===== src/aabb_pkg.sv =====
// Shared types and codes for the box push-out pipeline.
// Used by every module under aabb_point_pushout; depends on nothing.
`timescale 1ns / 1ps

package aabb_pkg;

  localparam int CoordW = 32;
  localparam int AddrW  = 5;

  typedef logic [CoordW-1:0] coord_t;

  // Register map, index = paddr / 4
  typedef enum logic [2:0] {
    REG_BOX_MIN_X = 3'd0,
    REG_BOX_MIN_Y = 3'd1,
    REG_BOX_MIN_Z = 3'd2,
    REG_BOX_MAX_X = 3'd3,
    REG_BOX_MAX_Y = 3'd4,
    REG_BOX_MAX_Z = 3'd5
  } reg_idx_t;

  typedef enum logic [2:0] {
    FACE_NONE = 3'd0,
    FACE_XMIN = 3'd1,
    FACE_XMAX = 3'd2,
    FACE_YMIN = 3'd3,
    FACE_YMAX = 3'd4,
    FACE_ZMIN = 3'd5,
    FACE_ZMAX = 3'd6
  } face_t;

  typedef struct packed {
    coord_t [2:0] lo;
    coord_t [2:0] hi;
  } box_t;

  // After stage 1: point, inside flag, distances to min/max faces per axis
  typedef struct packed {
    coord_t [2:0] pt;
    logic         in_box;
    coord_t [2:0] dist_lo;
    coord_t [2:0] dist_hi;
  } dist_t;

  // After stage 2: nearest face per axis
  typedef struct packed {
    coord_t [2:0] pt;
    logic         in_box;
    coord_t [2:0] best;
    logic   [2:0] pick_hi;
  } pair_t;

  // Final result
  typedef struct packed {
    coord_t [2:0] pt;
    logic         in_box;
    face_t        face;
  } res_t;

endpackage


===== src/aabb_regs.sv =====
// Configuration register file for the box bounds, APB-style access.
// Depends on aabb_pkg.
`timescale 1ns / 1ps

module aabb_regs (
  input  logic                     clk,
  input  logic                     rst_n,
  input  logic                     cfg_psel,
  input  logic                     cfg_penable,
  input  logic                     cfg_pwrite,
  input  logic [aabb_pkg::AddrW-1:0] cfg_paddr,
  input  logic [31:0]              cfg_pwdata,
  output logic [31:0]              cfg_prdata,
  output logic                     cfg_pready,
  output aabb_pkg::box_t           box
);

  aabb_pkg::box_t box_r;
  aabb_pkg::box_t box_nxt;
  aabb_pkg::reg_idx_t idx;
  logic wr_en;

  assign cfg_pready = 1'b1;
  assign idx   = aabb_pkg::reg_idx_t'(cfg_paddr[aabb_pkg::AddrW-1:2]);
  assign wr_en = cfg_psel && cfg_penable && cfg_pwrite;

  always_comb begin
    box_nxt = box_r;
    if (wr_en) begin
      unique case (idx)
        aabb_pkg::REG_BOX_MIN_X: box_nxt.lo[0] = cfg_pwdata;
        aabb_pkg::REG_BOX_MIN_Y: box_nxt.lo[1] = cfg_pwdata;
        aabb_pkg::REG_BOX_MIN_Z: box_nxt.lo[2] = cfg_pwdata;
        aabb_pkg::REG_BOX_MAX_X: box_nxt.hi[0] = cfg_pwdata;
        aabb_pkg::REG_BOX_MAX_Y: box_nxt.hi[1] = cfg_pwdata;
        aabb_pkg::REG_BOX_MAX_Z: box_nxt.hi[2] = cfg_pwdata;
        default: ; // drop writes past the last register
      endcase
    end
  end

  always_comb begin
    unique case (idx)
      aabb_pkg::REG_BOX_MIN_X: cfg_prdata = box_r.lo[0];
      aabb_pkg::REG_BOX_MIN_Y: cfg_prdata = box_r.lo[1];
      aabb_pkg::REG_BOX_MIN_Z: cfg_prdata = box_r.lo[2];
      aabb_pkg::REG_BOX_MAX_X: cfg_prdata = box_r.hi[0];
      aabb_pkg::REG_BOX_MAX_Y: cfg_prdata = box_r.hi[1];
      aabb_pkg::REG_BOX_MAX_Z: cfg_prdata = box_r.hi[2];
      default:                 cfg_prdata = '0;
    endcase
  end

  always_ff @(posedge clk) begin
    if (!rst_n) begin
      box_r <= '0;
    end else begin
      box_r <= box_nxt;
    end
  end

  assign box = box_r;

endmodule


===== src/aabb_dist.sv =====
// Stage 1: 33-bit differences to each face, strict inside test.
// Depends on aabb_pkg.
`timescale 1ns / 1ps

module aabb_dist (
  input  logic                    clk,
  input  logic                    rst_n,
  input  aabb_pkg::box_t          box,
  input  logic                    valid_i,
  input  aabb_pkg::coord_t [2:0]  pt_i,
  output logic                    ready_o,
  output logic                    valid_o,
  output aabb_pkg::dist_t         data_o,
  input  logic                    ready_i
);

  logic            valid_r;
  aabb_pkg::dist_t data_r;
  aabb_pkg::dist_t data_nxt;
  logic [32:0]     diff_lo [3];
  logic [32:0]     diff_hi [3];
  logic [2:0]      axis_in;

  always_comb begin
    data_nxt.pt = pt_i;
    for (int a = 0; a < 3; a++) begin
      diff_lo[a] = {pt_i[a][31], pt_i[a]} - {box.lo[a][31], box.lo[a]};
      diff_hi[a] = {box.hi[a][31], box.hi[a]} - {pt_i[a][31], pt_i[a]};
      // strictly positive on both sides
      axis_in[a] = !diff_lo[a][32] && (|diff_lo[a]) && !diff_hi[a][32] && (|diff_hi[a]);
      data_nxt.dist_lo[a] = diff_lo[a][31:0];
      data_nxt.dist_hi[a] = diff_hi[a][31:0];
    end
    data_nxt.in_box = &axis_in;
  end

  assign ready_o = !valid_r || ready_i;

  always_ff @(posedge clk) begin
    if (!rst_n) begin
      valid_r <= 1'b0;
    end else if (ready_o) begin
      valid_r <= valid_i;
    end
  end

  always_ff @(posedge clk) begin
    if (ready_o && valid_i) begin
      data_r <= data_nxt;
    end
  end

  assign valid_o = valid_r;
  assign data_o  = data_r;

endmodule


===== src/aabb_pair.sv =====
// Stage 2: nearer of the min and max face on each axis.
// Depends on aabb_pkg.
`timescale 1ns / 1ps

module aabb_pair (
  input  logic            clk,
  input  logic            rst_n,
  input  logic            valid_i,
  input  aabb_pkg::dist_t data_i,
  output logic            ready_o,
  output logic            valid_o,
  output aabb_pkg::pair_t data_o,
  input  logic            ready_i
);

  logic            valid_r;
  aabb_pkg::pair_t data_r;
  aabb_pkg::pair_t data_nxt;

  always_comb begin
    data_nxt.pt     = data_i.pt;
    data_nxt.in_box = data_i.in_box;
    for (int a = 0; a < 3; a++) begin
      // min face wins a tie
      data_nxt.pick_hi[a] = data_i.dist_hi[a] < data_i.dist_lo[a];
      data_nxt.best[a]    = data_nxt.pick_hi[a] ? data_i.dist_hi[a] : data_i.dist_lo[a];
    end
  end

  assign ready_o = !valid_r || ready_i;

  always_ff @(posedge clk) begin
    if (!rst_n) begin
      valid_r <= 1'b0;
    end else if (ready_o) begin
      valid_r <= valid_i;
    end
  end

  always_ff @(posedge clk) begin
    if (ready_o && valid_i) begin
      data_r <= data_nxt;
    end
  end

  assign valid_o = valid_r;
  assign data_o  = data_r;

endmodule


===== src/aabb_resolve.sv =====
// Stage 3: pick the nearest axis, snap that coordinate to the face if inside, hold the result.
// Depends on aabb_pkg.
`timescale 1ns / 1ps

module aabb_resolve (
  input  logic            clk,
  input  logic            rst_n,
  input  aabb_pkg::box_t  box,
  input  logic            valid_i,
  input  aabb_pkg::pair_t data_i,
  output logic            ready_o,
  output logic            valid_o,
  output aabb_pkg::res_t  data_o,
  input  logic            ready_i
);

  logic             valid_r;
  aabb_pkg::res_t   data_r;
  aabb_pkg::res_t   data_nxt;
  logic [1:0]       axis;
  aabb_pkg::coord_t best_xy;
  logic             hi_sel;

  always_comb begin
    // earlier axis wins a tie
    axis    = (data_i.best[1] < data_i.best[0]) ? 2'd1 : 2'd0;
    best_xy = data_i.best[axis];
    if (data_i.best[2] < best_xy) begin
      axis = 2'd2;
    end
    hi_sel = data_i.pick_hi[axis];

    data_nxt.pt     = data_i.pt;
    data_nxt.in_box = data_i.in_box;
    data_nxt.face   = aabb_pkg::FACE_NONE;
    if (data_i.in_box) begin
      data_nxt.pt[axis] = hi_sel ? box.hi[axis] : box.lo[axis];
      case ({axis, hi_sel})
        3'b000:  data_nxt.face = aabb_pkg::FACE_XMIN;
        3'b001:  data_nxt.face = aabb_pkg::FACE_XMAX;
        3'b010:  data_nxt.face = aabb_pkg::FACE_YMIN;
        3'b011:  data_nxt.face = aabb_pkg::FACE_YMAX;
        3'b100:  data_nxt.face = aabb_pkg::FACE_ZMIN;
        3'b101:  data_nxt.face = aabb_pkg::FACE_ZMAX;
        default: data_nxt.face = aabb_pkg::FACE_NONE;
      endcase
    end
  end

  assign ready_o = !valid_r || ready_i;

  always_ff @(posedge clk) begin
    if (!rst_n) begin
      valid_r <= 1'b0;
    end else if (ready_o) begin
      valid_r <= valid_i;
    end
  end

  always_ff @(posedge clk) begin
    if (ready_o && valid_i) begin
      data_r <= data_nxt;
    end
  end

  assign valid_o = valid_r;
  assign data_o  = data_r;

endmodule


===== src/aabb_point_pushout.sv =====
// Push a point out of an axis-aligned box: three-stage pipeline.
//
// Input stream in_*: one point per request, x/y/z signed Q16.16 in in_tdata.
// Output stream out_*: the resolved point in out_tdata, the inside flag and
// the face code in out_tuser. One result leaves for every point taken, in order.
// Box bounds sit in six registers on the cfg_* port (min x/y/z, then max
// x/y/z at byte addresses 0..20); write them only while the pipe is empty.
// A point taken passes through the distance stage, the per-axis compare
// stage and the nearest-face/snap stage, each registered, before it raises
// out_tvalid. Throughput: one point per cycle while out_tready stays high,
// set by the per-stage register handoff.
// Each stage takes a new request whenever it is empty or its successor takes
// its current one, so bubbles close up while the receiver stalls; a stalled
// result holds on out_tdata/out_tuser until out_tready.
// Reset (rst_n low, synchronous) empties all stages and clears the box to 0.
// Depends on aabb_pkg, aabb_regs, aabb_dist, aabb_pair, aabb_resolve.
`timescale 1ns / 1ps

module aabb_point_pushout (
  input  logic        clk,
  input  logic        rst_n,
  input  logic        in_tvalid,
  output logic        in_tready,
  input  logic [95:0] in_tdata,   // point_x[31:0], point_y[63:32], point_z[95:64]
  output logic        out_tvalid,
  input  logic        out_tready,
  output logic [95:0] out_tdata,  // out_x[31:0], out_y[63:32], out_z[95:64]
  output logic [3:0]  out_tuser,  // was_inside[0], face_hit[3:1]
  input  logic        cfg_psel,
  input  logic        cfg_penable,
  input  logic        cfg_pwrite,
  input  logic [aabb_pkg::AddrW-1:0] cfg_paddr,
  input  logic [31:0] cfg_pwdata,
  output logic [31:0] cfg_prdata,
  output logic        cfg_pready
);

  aabb_pkg::box_t               box;
  aabb_pkg::coord_t [2:0]       pt_in;
  logic                         s1_valid;
  logic                         s1_ready;
  aabb_pkg::dist_t              s1_data;
  logic                         s2_valid;
  logic                         s2_ready;
  aabb_pkg::pair_t              s2_data;
  aabb_pkg::res_t               res;

  assign pt_in = in_tdata;

  aabb_regs u_regs (
    .clk         (clk),
    .rst_n       (rst_n),
    .cfg_psel    (cfg_psel),
    .cfg_penable (cfg_penable),
    .cfg_pwrite  (cfg_pwrite),
    .cfg_paddr   (cfg_paddr),
    .cfg_pwdata  (cfg_pwdata),
    .cfg_prdata  (cfg_prdata),
    .cfg_pready  (cfg_pready),
    .box         (box)
  );

  aabb_dist u_dist (
    .clk     (clk),
    .rst_n   (rst_n),
    .box     (box),
    .valid_i (in_tvalid),
    .pt_i    (pt_in),
    .ready_o (in_tready),
    .valid_o (s1_valid),
    .data_o  (s1_data),
    .ready_i (s1_ready)
  );

  aabb_pair u_pair (
    .clk     (clk),
    .rst_n   (rst_n),
    .valid_i (s1_valid),
    .data_i  (s1_data),
    .ready_o (s1_ready),
    .valid_o (s2_valid),
    .data_o  (s2_data),
    .ready_i (s2_ready)
  );

  aabb_resolve u_resolve (
    .clk     (clk),
    .rst_n   (rst_n),
    .box     (box),
    .valid_i (s2_valid),
    .data_i  (s2_data),
    .ready_o (s2_ready),
    .valid_o (out_tvalid),
    .data_o  (res),
    .ready_i (out_tready)
  );

  assign out_tdata = res.pt;
  assign out_tuser = {res.face, res.in_box};

endmodule

===== config.mk =====
export PLATFORM = sky130hd
export DESIGN_NAME = aabb_point_pushout
export DESIGN_NICKNAME = d
export VERILOG_FILES = /design/src/aabb_pkg.sv /design/src/aabb_regs.sv /design/src/aabb_dist.sv /design/src/aabb_pair.sv /design/src/aabb_resolve.sv /design/src/aabb_point_pushout.sv
export SDC_FILE = /design/constraint.sdc
export NUM_CORES = 2
export LEC_CHECK = 0
export BUFFER_PORTS_ARGS = -buffer_cell sky130_fd_sc_hd__clkbuf_2
export CAP_MARGIN = 15
export CORE_MARGIN = 2
export CORE_UTILIZATION = 45
export CTS_BUF_LIST = sky130_fd_sc_hd__clkbuf_2
export CTS_CLUSTER_SIZE = 8
export DETAILED_ROUTE_END_ITERATION = 8
export HOLD_SLACK_MARGIN = 0.05
export PLACE_DENSITY = 0.67
export SETUP_SLACK_MARGIN = 0.05
export SLEW_MARGIN = 20
export SYNTH_ARGS = -nofsm -noshare
export SYNTH_HDL_FRONTEND = slang
export SYNTH_SLANG_ARGS = --single-unit

===== constraint.sdc =====
create_clock -name clk -period 49 [get_ports clk]
set_clock_uncertainty 0.15 [all_clocks]
set_input_delay 2.45 -clock clk [delete_from_list [all_inputs] [get_ports clk]]
set_output_delay 2.45 -clock clk [all_outputs]
set_load 0.01 [all_outputs]

==> results.toml <==
[routing]
drt_iter0_drc = 4333
route.detailed.drc = 0
vias = 37388
routedWlPerCell_um = 25.05
drt_pass1_iterations = 6
wirelength_um = 158600
ant_nets = 0
vias_per_cell = 5.906

[yosys]
yosysSeqAreaShare_pct = 47.18
yosysMostFrequentCell = "nand2_1"
syn_avg_cell_area_um2 = 10.04
synth-edff-count = 585
synth_top_cell_area_share_pct = 38.60
synthArstFlopShare_pct = 0
synth_cell_types = 91
yosysWarnings = 0
synth_nets = 5027
synthCells = 4534
synth-main-ff-cell = "edfxtp_1"
synth-seq-cells = 780
syn_area_um2 = 45510
yosysTopAreaCell = "edfxtp_1"
yosys-top-cells-count = "nand2_1, edfxtp_1, inv_1"
synth_area_leaders = "edfxtp_1, ha_1, dfxtp_1"

[clock_network]
insertion_delay_ns = 1.56
cts_resized = 0
cts_tree = "built"
cts_setup_buffers = 0
cts_hold_buf = 0
clockBufferDepth = 3
cts.sinks = 780
clk_pin_slew_ns = 0.11
cts_root_buf = "clkbuf_2"
htreeDepth = 4
cts_inserted_buffers = 203

[final_layout]
multi_input_area_um2 = 22000
nFillCells = 9337
area_growth_pct = 10.17
layout-drive-gt1-share_pct = 16.06
regArea_um2 = 21470
final_nets = 5358

[global_route]
first_global_vias = 34951
grt_pass1_wl_um = 226000
track_usage_pct = 29.96
antenna_found_initial = 23
grt_overflow = 0
grt_max_degree = 146

[floorplanning]
die_h_um = 322
io_pins = 275
dieArea_um2 = 103700
initial_core_util_pct = 45.44
placeableCoreArea_um2 = 100100
die_x_um = 322
rows = 116

[placement]
gp_congestion = 1.008
dp_hpwl_um = 121100
dp_slack_ns = 41.65
port_buffers = 271

[flow_run]
cap_violations = 0

[critical_path]
critPathKind = "in -> out"
r2r.worst_path.cells = 24
r2r_setup_slack_ns = 42.50
cp-start-kind = "input pin"
worstPathRequired_ns = 46.40
crit_fanout = 22
cp-end-kind = "primary output"
worstPathArrival_ns = 4.50
r2r_end = "u_resolve.data_o[31]"
r2r-start = "u_pair.data_o[28]"

[pwr]
seq_power_share_pct = 51.7
pwr_density_cell_nw_per_um2 = 29.82
p_sw_mw = 0.4632
p_int_mw = 1.032
pwr-share-clk_pct = 31.8
share_comb_of_total_power_pct = 16.5
p_sw_share_pct = 30.99
ir_drop_mv = 0.01867
p_leak_nw = 20.24

[min_path]
hold_class = "reg -> reg"
min_delay_path_depth = 0
hp-start = "u_dist.data_o[215]"
min_to = "u_pair.data_o[122]"

[timing]
setup_tns_ns = 0
drv_slew = 0
rsz0062_at_grt = "no"
fmax_mhz = 140.9
relSlewSlack_pct = 19.21
setup_viol = 0
worstMarginPinSlew_ns = 1.181
fin_ws_ns = 41.90
period_share_pct = 14.48
finalHoldViolations = 0
period_needed_ns = 7.096

[status]
status = "complete, no violations"
[routing by layer]
metal  GRT usage, %  vias to the layer above  wire length (µm)
met3          7.784                      360             16700
met1          38.80                    17769             63120
met2          46.69                     1867             70690
met5              0                        -               178
met4          14.32                       28              7895
li1               -                    17364                 -
[worst max path at each step]
stage | startpoint | to | slack (ns) | cells past startpoint
final | cfg_paddr[3] | cfg_prdata[24] | 41.90 | 6
after detailed placement | in_tdata[1] | u_dist.data_o[192] | 41.65 | 14
after global routing | cfg_paddr[3] | cfg_prdata[26] | 41.91 | 6
after global placement | in_tdata[1] | u_dist.data_o[192] | 41.70 | 14
after CTS | cfg_paddr[3] | cfg_prdata[24] | 42.00 | 6
after floorplan | out_tready | u_dist.data_o[0] | 30.88 | 2
[cells in the final DEF, fill, tap and decap left out, types with 42 or more instances in the layout]
cell type / Yosys / routed
a211oi_1: 46 / 45
a21boi_0: 207 / 206
a21o_1: 117 / 117
a21oi_1: 252 / 252
a22oi_1: 99 / 99
clkbuf_2: 0 / 549
clkinv_1: 0 / 56
dfxtp_1: 195 / 195
edfxtp_1: 585 / 585
ha_1: 347 / 347
inv_1: 389 / 389
mux2_2: 131 / 131
mux2i_1: 66 / 65
nand2_1: 620 / 615
nand3_1: 82 / 81
nand4_1: 59 / 59
nor2_1: 200 / 200
nor2b_1: 43 / 42
nor3_1: 54 / 53
o21a_1: 43 / 43
o21ai_0: 230 / 230
xnor2_1: 75 / 75
xor2_1: 52 / 52
[cell families (layout without fill, tap and decap cells)]
group                      count (synthesis)  in the layout  synth area share [%]
and+or+nand+nor                         1287           1287                 13.21
xor gates and xnor gates                 127            127                 2.444
buffers and inverters                    571           1061                 4.751
DFF                                      780            780                 47.18
AOI/OAI and AO/OA                       1218           1218                 17.90
muxes                                    197            197                 4.693
adders and majority gates                353            353                 9.805
other                                      1             10              0.008241
[final cells by class]
cell class	instances	share of cell area, %
antenna	9	0.04492
clock buffer	279	2.785
clock inverter	85	1.028
inverter	389	2.912
multi-input combinational	3183	43.87
sequential	780	42.83
tap	1298	3.239
timing repair buffer	308	3.289
[power groups by stage]
stage / logic [mW] / clock network (mW) / registers [mW]
2_1_floorplan: 0.160 / 0 / 0.791
3_3_place_gp: 0.238 / 0 / 0.786
3_5_place_dp: 0.241 / 0 / 0.787
4_1_cts: 0.243 / 0.486 / 0.772
5_1_grt: 0.269 / 0.518 / 0.775
6_report: 0.247 / 0.475 / 0.772
[state kept, by name, summed over array words and instances, names as in the netlist]
name	flops
u_resolve.data_o	100
u_dist.valid_o	1
u_pair.valid_o	1
u_regs.box	192
u_dist.data_o	289
u_resolve.valid_o	1
u_pair.data_o	196
[critical path, cell delays in order]
cell	delay (ns)
clkbuf_2	0.14
and3b_1	0.69
buf_4	0.46
a22oi_1	0.19
nand3_1	0.32
clkbuf_2	0.21
[per-stage QoR]
stage | utilization [%] | cell area [µm²] | cells | power [mW] | hold WS (ns)
final | 50.06 | 50130 | 6331 | 1.495 | 0.2421
after detailed placement | 48.13 | 48200 | 5958 | 1.028 | 0.2545
after floorplan | - | 45510 | 4534 | 0.9507 | 0.2503
after global placement | 48.13 | 48200 | 5958 | 1.024 | 0.2507
after global routing | 50.05 | 50120 | 6326 | 1.562 | 0.2532
after CTS | 50.04 | 50110 | 6322 | 1.501 | 0.2273
No activity file was read; power rests on OpenSTA's default activity.
